--- config.mk ---
export PLATFORM = sky130hd
export DESIGN_NAME = pmp_access_check_top
export DESIGN_NICKNAME = d
export VERILOG_FILES = /design/src/rtl/core/pac_pkg.sv /design/src/rtl/core/pac_csr.sv /design/src/rtl/core/pac_cell.sv /design/src/rtl/core/pmp_access_check_top.sv
export SDC_FILE = /design/constraint.sdc
export NUM_CORES = 2
export LEC_CHECK = 0
export BUFFER_PORTS_ARGS = -buffer_cell sky130_fd_sc_hd__buf_2
export CELL_PAD_IN_SITES_DETAIL_PLACEMENT = 1
export CELL_PAD_IN_SITES_GLOBAL_PLACEMENT = 1
export CORE_ASPECT_RATIO = 0.5
export CORE_MARGIN = 3
export CORE_UTILIZATION = 45
export CTS_CLUSTER_DIAMETER = 50
export DETAILED_ROUTE_END_ITERATION = 8
export GPL_TIMING_DRIVEN = 0
export PLACE_DENSITY_LB_ADDON = 0.08
export SETUP_SLACK_MARGIN = 0.1
export SYNTH_ARGS = -nofsm -noshare
export SYNTH_HDL_FRONTEND = slang
export SYNTH_SLANG_ARGS = --single-unit
--- constraint.sdc ---
create_clock -name clock -period 5.8 [get_ports clock]
set_input_delay 0 -clock clock [delete_from_list [all_inputs] [get_ports clock]]
set_output_delay 0 -clock clock [all_outputs]
set_load 0.02 [all_outputs]
--- src/rtl/core/pac_pkg.sv ---
//------------------------------------------------------------------------------
// pac_pkg
// Shared types, constants and helpers for the PMP access check.
//------------------------------------------------------------------------------
`default_nettype none

package pac_pkg;

   // Default number of protection entries (one cell each).
   localparam int PAC_ENTRIES = 8;

   // Widths of the fixed fields.
   localparam int ADDR_W  = 32;
   localparam int SIZE_W  = 4;
   localparam int PRIV_W  = 2;
   localparam int KIND_W  = 2;
   localparam int HIT_W   = 4;
   localparam int CSR_AW  = 6;
   localparam int CSR_DW  = 64;
   localparam int PAIRS   = 4;

   // Access kinds; any other code is handled as a store.
   localparam logic [KIND_W-1:0] KIND_FETCH = 2'd0;
   localparam logic [KIND_W-1:0] KIND_LOAD  = 2'd1;

   // Machine privilege level.
   localparam logic [PRIV_W-1:0] PRIV_M = 2'd3;

   // Reported entry when no entry matched.
   localparam logic [HIT_W-1:0] NO_HIT = 4'd8;

   // Word bounds at or above this limit saturate to the top byte.
   localparam int WORD_LIMIT_SHIFT = 30;
   localparam logic [ADDR_W-1:0] TOP_BYTE = 32'hFFFF_FFFF;

   // Bit positions inside one entry configuration byte.
   localparam int CFG_R_BIT = 0;
   localparam int CFG_W_BIT = 1;
   localparam int CFG_X_BIT = 2;
   localparam int CFG_L_BIT = 7;

   // Register indexes of the configuration port.
   localparam logic [2:0] REG_CFG_BYTES  = 3'd0;
   localparam logic [2:0] REG_ADDR_PAIR0 = 3'd1;
   localparam logic [2:0] REG_ADDR_PAIR1 = 3'd2;
   localparam logic [2:0] REG_ADDR_PAIR2 = 3'd3;
   localparam logic [2:0] REG_ADDR_PAIR3 = 3'd4;

   // Address matching modes.
   typedef enum logic [1:0] {
      MODE_OFF   = 2'd0,
      MODE_TOR   = 2'd1,
      MODE_NA4   = 2'd2,
      MODE_NAPOT = 2'd3
   } pac_mode_type;

   // Configuration register contents.
   typedef struct packed {
      logic [CSR_DW-1:0]            cfg_bytes;
      logic [PAIRS-1:0][CSR_DW-1:0] addr_pair;
   } pac_regs_type;

   // One access travelling down the row of cells.
   typedef struct packed {
      logic [KIND_W-1:0] kind;
      logic [ADDR_W-1:0] addr;
      logic [ADDR_W-1:0] last;
      logic [PRIV_W-1:0] eff;
      logic              done;
      logic              ok;
      logic [HIT_W-1:0]  hit;
   } pac_item_type;

   // Converts a word bound to a byte bound, saturating large values.
   function automatic logic [ADDR_W-1:0] to_bytes(input logic [ADDR_W:0] words);
      logic [ADDR_W-1:0] result;
      if (words[ADDR_W:WORD_LIMIT_SHIFT] != '0) begin
         result = TOP_BYTE;
      end else begin
         result = {words[WORD_LIMIT_SHIFT-1:0], 2'b00};
      end
      return result;
   endfunction

endpackage

`default_nettype wire

--- src/rtl/core/pac_csr.sv ---
//------------------------------------------------------------------------------
// pac_csr
// APB register file holding the entry configuration and address words.
//------------------------------------------------------------------------------
`default_nettype none

module pac_csr
   import pac_pkg::*;
(
   input  wire logic              clock,
   input  wire logic              reset,
   input  wire logic              csr_psel,
   input  wire logic              csr_penable,
   input  wire logic              csr_pwrite,
   input  wire logic [CSR_AW-1:0] csr_paddr,
   input  wire logic [CSR_DW-1:0] csr_pwdata,
   output logic      [CSR_DW-1:0] csr_prdata,
   output logic                   csr_pready,
   output pac_regs_type           regs
);

   pac_regs_type regs_ff;
   pac_regs_type regs_in;
   logic [2:0]   index;

   // Registers sit on 8-byte boundaries.
   assign index      = csr_paddr[CSR_AW-1:3];
   assign csr_pready = 1'b1;
   assign regs       = regs_ff;

   // Write decode; writes past the last register are dropped.
   always_comb begin
      regs_in = regs_ff;
      if (csr_psel && csr_penable && csr_pwrite) begin
         case (index)
            REG_CFG_BYTES:  regs_in.cfg_bytes    = csr_pwdata;
            REG_ADDR_PAIR0: regs_in.addr_pair[0] = csr_pwdata;
            REG_ADDR_PAIR1: regs_in.addr_pair[1] = csr_pwdata;
            REG_ADDR_PAIR2: regs_in.addr_pair[2] = csr_pwdata;
            REG_ADDR_PAIR3: regs_in.addr_pair[3] = csr_pwdata;
            default:        regs_in = regs_ff;
         endcase
      end
   end

   // Read mux.
   always_comb begin
      case (index)
         REG_CFG_BYTES:  csr_prdata = regs_ff.cfg_bytes;
         REG_ADDR_PAIR0: csr_prdata = regs_ff.addr_pair[0];
         REG_ADDR_PAIR1: csr_prdata = regs_ff.addr_pair[1];
         REG_ADDR_PAIR2: csr_prdata = regs_ff.addr_pair[2];
         REG_ADDR_PAIR3: csr_prdata = regs_ff.addr_pair[3];
         default:        csr_prdata = '0;
      endcase
   end

   always_ff @(posedge clock) begin
      if (reset) begin
         regs_ff <= '0;
      end else begin
         regs_ff <= regs_in;
      end
   end

endmodule

`default_nettype wire

--- src/rtl/core/pac_cell.sv ---
//------------------------------------------------------------------------------
// pac_cell
// One protection entry: decodes its range and checks the passing access.
//------------------------------------------------------------------------------
`default_nettype none

module pac_cell
   import pac_pkg::*;
#(
   parameter int INDEX = 0
)
(
   input  wire logic              clock,
   input  wire logic              reset,
   input  wire logic [7:0]        cfg_byte,
   input  wire logic [ADDR_W-1:0] word,
   input  wire logic [ADDR_W-1:0] prev_word,
   input  wire logic              in_valid,
   input  pac_item_type           in_item,
   output logic                   in_ready,
   output logic                   out_valid,
   output pac_item_type           out_item,
   input  wire logic              out_ready
);

   pac_mode_type      mode;
   logic [ADDR_W-1:0] napot_mask;
   logic [ADDR_W-1:0] napot_base;
   logic [ADDR_W:0]   napot_top;
   logic              on_in;
   logic [ADDR_W-1:0] lo_in;
   logic [ADDR_W-1:0] hi_in;
   logic              on_ff;
   logic [ADDR_W-1:0] lo_ff;
   logic [ADDR_W-1:0] hi_ff;
   logic              hit_here;
   logic              ok_here;
   logic              valid_ff;
   pac_item_type      item_ff;
   pac_item_type      item_in;

   assign mode = pac_mode_type'(cfg_byte[4:3]);

   // A NAPOT word's trailing ones plus the next bit form the size mask.
   assign napot_mask = word ^ (word + ADDR_W'(1));
   assign napot_base = word & ~napot_mask;
   assign napot_top  = {1'b0, napot_base} + {1'b0, napot_mask} + (ADDR_W+1)'(1);

   // Byte range of this entry, decoded from the registers.
   always_comb begin
      on_in = 1'b0;
      lo_in = '0;
      hi_in = '0;
      case (mode)
         MODE_TOR: begin
            on_in = word > prev_word;
            lo_in = to_bytes({1'b0, prev_word});
            hi_in = to_bytes({1'b0, word});
         end
         MODE_NA4: begin
            on_in = 1'b1;
            lo_in = to_bytes({1'b0, word});
            hi_in = to_bytes({1'b0, word} + (ADDR_W+1)'(1));
         end
         MODE_NAPOT: begin
            on_in = 1'b1;
            lo_in = to_bytes({1'b0, napot_base});
            hi_in = to_bytes(napot_top);
         end
         default: begin
            on_in = 1'b0;
         end
      endcase
   end

   // The decoded range is registered, so it follows each register change in the next cycle.
   always_ff @(posedge clock) begin
      if (reset) begin
         on_ff <= 1'b0;
      end else begin
         on_ff <= on_in;
      end
      lo_ff <= lo_in;
      hi_ff <= hi_in;
   end

   // The first entry holding the first byte decides.
   assign hit_here = on_ff && !in_item.done &&
                     (in_item.addr >= lo_ff) && (in_item.addr < hi_ff);

   always_comb begin
      if (in_item.last >= hi_ff) begin
         ok_here = 1'b0;
      end else if (!cfg_byte[CFG_L_BIT] && (in_item.eff == PRIV_M)) begin
         ok_here = 1'b1;
      end else if (in_item.kind == KIND_FETCH) begin
         ok_here = cfg_byte[CFG_X_BIT];
      end else if (in_item.kind == KIND_LOAD) begin
         ok_here = cfg_byte[CFG_R_BIT];
      end else begin
         ok_here = cfg_byte[CFG_W_BIT];
      end
   end

   always_comb begin
      item_in = in_item;
      if (hit_here) begin
         item_in.done = 1'b1;
         item_in.ok   = ok_here;
         item_in.hit  = HIT_W'(INDEX);
      end
   end

   // Stage register; it loads whenever it is empty or its word moves on.
   assign in_ready  = !valid_ff || out_ready;
   assign out_valid = valid_ff;
   assign out_item  = item_ff;

   always_ff @(posedge clock) begin
      if (reset) begin
         valid_ff <= 1'b0;
      end else if (in_ready) begin
         valid_ff <= in_valid;
      end
      if (in_ready) begin
         item_ff <= item_in;
      end
   end

endmodule

`default_nettype wire

--- src/rtl/core/pmp_access_check_top.sv ---
// Throughput: one access per cycle while rsp_tready holds high, set by the row
// of ENTRIES cells, each one register stage checking one protection entry;
// the request stream pauses in the cycle after each configuration write.
// Reset: synchronous, active high; all entries read as OFF and the row of
// cells is emptied. Requests are taken in the first cycle after reset.
//------------------------------------------------------------------------------
// pmp_access_check_top
// Physical memory protection check for one fetch, load or store per word.
//------------------------------------------------------------------------------
`default_nettype none

module pmp_access_check_top
   import pac_pkg::*;
#(
   parameter int ENTRIES = PAC_ENTRIES
)
(
   input  wire logic              clock,
   input  wire logic              reset,
   // Request channel.
   input  wire logic              req_tvalid,
   output logic                   req_tready,
   // tdata: byte_addr[31:0], access_size[35:32], run_priv[37:36],
   // data_priv[39:38]
   input  wire logic [39:0]       req_tdata,
   // tuser: kind[1:0]
   input  wire logic [1:0]        req_tuser,
   // Response channel.
   output logic                   rsp_tvalid,
   input  wire logic              rsp_tready,
   // tdata: allowed[0], hit_entry[4:1], zero[7:5]
   output logic      [7:0]        rsp_tdata,
   // Configuration port.
   input  wire logic              csr_psel,
   input  wire logic              csr_penable,
   input  wire logic              csr_pwrite,
   input  wire logic [CSR_AW-1:0] csr_paddr,
   input  wire logic [CSR_DW-1:0] csr_pwdata,
   output logic      [CSR_DW-1:0] csr_prdata,
   output logic                   csr_pready
);

   pac_regs_type      regs;
   logic [ADDR_W-1:0] byte_addr;
   logic [SIZE_W-1:0] access_size;
   logic [PRIV_W-1:0] run_priv;
   logic [PRIV_W-1:0] data_priv;
   logic [ADDR_W-1:0] words [ENTRIES];
   pac_item_type      link_item  [ENTRIES+1];
   logic              link_valid [ENTRIES+1];
   logic              link_ready [ENTRIES+1];
   pac_item_type      final_item;
   logic              allowed;
   logic [HIT_W-1:0]  hit_entry;
   logic              cfg_hold_in;
   logic              cfg_hold_ff;

   pac_csr u_csr (
      .clock       (clock),
      .reset       (reset),
      .csr_psel    (csr_psel),
      .csr_penable (csr_penable),
      .csr_pwrite  (csr_pwrite),
      .csr_paddr   (csr_paddr),
      .csr_pwdata  (csr_pwdata),
      .csr_prdata  (csr_prdata),
      .csr_pready  (csr_pready),
      .regs        (regs)
   );

   // Unpack the request word.
   assign byte_addr   = req_tdata[31:0];
   assign access_size = req_tdata[35:32];
   assign run_priv    = req_tdata[37:36];
   assign data_priv   = req_tdata[39:38];

   // Build the word entering the first cell.
   always_comb begin
      link_item[0].kind = req_tuser;
      link_item[0].addr = byte_addr;
      link_item[0].last = byte_addr + ADDR_W'(access_size) - ADDR_W'(1);
      link_item[0].eff  = (req_tuser == KIND_FETCH) ? run_priv : data_priv;
      link_item[0].done = 1'b0;
      link_item[0].ok   = 1'b0;
      link_item[0].hit  = NO_HIT;
   end

   // The cells refresh their decoded ranges in the cycle after a register
   // write, so the request stream pauses in that cycle.
   assign cfg_hold_in = csr_psel && csr_penable && csr_pwrite && csr_pready;

   always_ff @(posedge clock) begin
      if (reset) begin
         cfg_hold_ff <= 1'b0;
      end else begin
         cfg_hold_ff <= cfg_hold_in;
      end
   end

   assign link_valid[0] = req_tvalid && !cfg_hold_ff;
   assign req_tready    = link_ready[0] && !cfg_hold_ff;

   // Row of cells, one per entry.
   for (genvar k = 0; k < ENTRIES; k++) begin : g_cell
      assign words[k] = regs.addr_pair[k/2][(k%2)*ADDR_W +: ADDR_W];

      pac_cell #(
         .INDEX (k)
      ) u_cell (
         .clock     (clock),
         .reset     (reset),
         .cfg_byte  (regs.cfg_bytes[8*k +: 8]),
         .word      (words[k]),
         .prev_word ((k == 0) ? '0 : words[(k == 0) ? 0 : k-1]),
         .in_valid  (link_valid[k]),
         .in_item   (link_item[k]),
         .in_ready  (link_ready[k]),
         .out_valid (link_valid[k+1]),
         .out_item  (link_item[k+1]),
         .out_ready (link_ready[k+1])
      );
   end

   // The last cell's register is the response register.
   assign final_item         = link_item[ENTRIES];
   assign rsp_tvalid         = link_valid[ENTRIES];
   assign link_ready[ENTRIES] = rsp_tready;

   // With no matching entry only machine mode is permitted.
   assign allowed   = final_item.done ? final_item.ok : (final_item.eff == PRIV_M);
   assign hit_entry = final_item.hit;
   assign rsp_tdata = {3'b000, hit_entry, allowed};

endmodule

`default_nettype wire

==> flow_metrics.env <==
export IMPL_design_area_sq_um=111000
export IMPL_relSlewSlack_pct=1.15
export IMPL_layout_drive_gt1_share_pct=7.30
export IMPL_p_comb_share_pct=11.7
export IMPL_io_pins=194
export IMPL_synth_xor_area_share_pct=4.30
export IMPL_yosys_area_share_simple_pct=14.9
export IMPL_synth_most_common_cell="ha_1"
export IMPL_vias_per_cell=6.72
export IMPL_dieArea_sq_um=224000
export IMPL_io_buffers=183
export IMPL_insertion_delay_ps=850
export IMPL_synth_flop_cell="dfxtp_1"
export IMPL_power_density_nw_per_um2=213
export IMPL_synth_top_family_by_area="compound AO/OA/AOI/OAI gates"
export IMPL_p_clk_share_pct=40.6
export IMPL_placed_cell_area_sq_um=103000
export IMPL_timing_fmax_mhz=171
export IMPL_grt_pass1_vias=97500
export IMPL_wl_met2_um=216000
export IMPL_drc=4
export IMPL_max_cap_violations=0
export IMPL_cp_start_kind="flip-flop"
export IMPL_path_max_fanout=10
export IMPL_wirelength_um=546000
export IMPL_hold_violations=0
export IMPL_synth_area_sq_um=98200
export IMPL_synthArstFlopShare_pct=0
export IMPL_ir_drop_uv=200
export IMPL_yosysTopAreaCell="ha_1"
export IMPL_cts_path_max_buffers=4
export IMPL_switching_share_pct=28.6
export IMPL_power_switching_mw=6.75
export IMPL_status="finished with violations"
export IMPL_setup_viol=18
export IMPL_rsz0062_at_grt="false"
export IMPL_met3_length_um=67400
export IMPL_wl_per_cell_um=36.5
export IMPL_track_usage_pct=46.9
export IMPL_pwr_share_seq_pct=47.7
export IMPL_layout_min_cycle_time_ps=5850
export IMPL_synth_seq_area_share_pct=32.8
export IMPL_finalSetupTns_ps=-410
export IMPL_setup_ws_ps=-51.2
export IMPL_synth_seq_cells=1352
export IMPL_fill_cells=25400
export IMPL_start_util_pct=45.6
export IMPL_p_total_mw=23.6
export IMPL_synth_compound_area_share_pct=21.5
export IMPL_grt_pass1_wl_um=743000
export IMPL_grt_overflow=0
export IMPL_synth_edff_count=519
export IMPL_area_sequential_sq_um=32400
export IMPL_synth_common_cells="ha_1 (1532), nand2_1 (1208), inv_1 (997)"
export IMPL_grt_max_degree=71
export IMPL_die_y_um=336
export IMPL_antenna_found_initial=87
export IMPL_dr_pass1_iters=9
export IMPL_dieWidth_um=667
export IMPL_fin_worst_skew_ps=78.1
export IMPL_ys_types=106
export IMPL_crit_path_end_kind="flip-flop"
export IMPL_crit_type="reg2reg"
export IMPL_drtIter0Drc=13400
export IMPL_hpwl_um=440000
export IMPL_syn_to_final_growth_pct=12.9
export IMPL_cts_buffers=142
export IMPL_antenna_left=0
export IMPL_multiInputGateArea_sq_um=60300
export IMPL_clk_pin_slew_ps=70
export IMPL_synthAdderAreaFrac_pct=19.5
export IMPL_cts_tree="yes"
export IMPL_core_sq_um=216000
export IMPL_syn_avg_cell_area_sq_um=8.66
export IMPL_p_int_mw=16.9
export IMPL_synthCells=11300
export IMPL_timing_hold_ws_ps=38.5
export IMPL_synth_top_cell_area_share_pct=19.5
export IMPL_p_leak_nw=44.4
export IMPL_cts_root_buffer="clkbuf_16"
export IMPL_wl_met1_um=210000
export IMPL_fin_crit_sh_pct=101
export IMPL_placementRows=120
export IMPL_synthTopCellsByArea="ha_1 (20%), dfxtp_1 (17%), edfxtp_1 (16%), nand2_1 (4.6%), a21oi_1 (4.5%)"
export IMPL_ys_warn_count=0
export IMPL_vias=100000
export IMPL_gp_congestion=1.12
export IMPL_fin_nets=13500
export IMPL_min_path_type="in2reg"
export IMPL_slew_viol_final=0
export IMPL_violations="DRC, setup timing"
export IMPL_required_ps=6470
export IMPL_worst_slew_pin_transition_ps=1480
export IMPL_htreeDepth=4
export IMPL_arrival_ps=6520
export IMPL_top_layer="met5"
export IMPL_synth_mux_area_share_pct=0.344
export IMPL_clock_sinks=1352
flip-flops by register name, indices dropped and copies added (netlist names):
signal and count:
g_cell.u_cell.out_item 519, g_cell.u_cell.lo_ff 248, g_cell.u_cell.hi_ff 248, g_cell.u_cell.out_valid 8
g_cell.u_cell.on_ff 8, cfg_hold_ff 1, u_csr.regs 320
logic make-up (layout without fill, tap and decap cells):
group	after synthesis	count (layout)
compound gates	3193	3193
xor+xnor	482	482
fa+ha+maj	1533	1533
buf+inv	1672	2298
flops	1352	1352
mux	31	31
other cells	2	88
simple gates	3084	3084
power by group through the flow:
stage | combinational, mW | sequential [mW] | clock, mW
2_1_floorplan | 1.62 | 10.8 | 0
6_report | 2.76 | 11.3 | 9.61
4_1_cts | 2.64 | 11.2 | 9.59
3_3_place_gp | 2.35 | 11.4 | 0
5_1_grt | 3.00 | 11.3 | 10.0
3_5_place_dp | 2.52 | 11.4 | 0
cells in the final DEF, fill, tap and decap left out, types with 160 or more instances in the layout:
| cell | n |
|---|---|
| edfxtp_1 | 519 |
| buf_2 | 195 |
| o21ai_0 | 622 |
| dfxtp_1 | 774 |
| a21oi_1 | 889 |
| inv_1 | 987 |
| ha_1 | 1528 |
| nor3_1 | 276 |
| nand2_1 | 1202 |
| nand2b_1 | 220 |
| nand3_1 | 410 |
| clkbuf_1 | 530 |
| xor2_1 | 327 |
| nor2_1 | 337 |
| nand4_1 | 188 |
| a22oi_1 | 160 |
| a21o_1 | 336 |
routing by layer:
layer / global-route usage, % / vias up
met2: 66.8 / 6704
met4: 36.1 / 43
met1: 58.5 / 49600
li1: - / 42100
met3: 15.6 / 1960
met5: 0.568 / -
worst paths after layout:
check,start,to,slack [ps],depth (start not counted)
max,u_csr.regs[214],g_cell[6].u_cell.hi_ff[22],-50,17
min,req_tdata[8],g_cell[0].u_cell.out_item[48],40,2
max reg2reg,u_csr.regs[214],g_cell[6].u_cell.hi_ff[22],-50,17
min reg2reg,g_cell[5].u_cell.out_item[6],g_cell[6].u_cell.out_item[6],460,0
worst max-delay path, stage by stage (launching register included):
cell and delay [ps]:
dfxtp_1 470, clkbuf_1 1040, nand3_1 370, or3_4 480, or3_1 370, ha_1 380, xor2_1 160, nand2_1 110
o21a_1 140, o21ai_0 310, nor2_1 90, o211ai_1 200, a21oi_1 130, a221oi_1 280, mux2i_1 300, nor2_1 140
buf_2 260, a221o_2 460
stage by stage:
step                util (%)  std cells  setup WS (ps)
CTS                     51.0      14800            109
global placement        47.7      14400          -2770
finish                  51.5      14900          -51.2
floorplan                  -      11400            203
global route            51.4      14900           53.8
detailed placement      47.8      14400          -1820
final cells by class:
class	count	share of cell area, %
sequential	1352	29.2
clock buffer	185	3.56
buffer	674	2.79
multi-input combinational	8327	54.3
inverter	998	3.41
antenna	84	0.189
clock inverter	64	0.657
tap	2867	3.23
timing repair buffer	377	2.63
timing repair:
action | 4_1_cts | 5_1_grt
hold endpoints to repair | 410 | 0
setup buffers | 4 | 29
endpoints found under the setup margin | 293 | 248
hold buffers | 148 | 0
cloned | 0 | 0
gates resized for setup | 227 | 228
pin swaps | 6 | 19
Note: power is estimated with default switching activity, not from simulation.
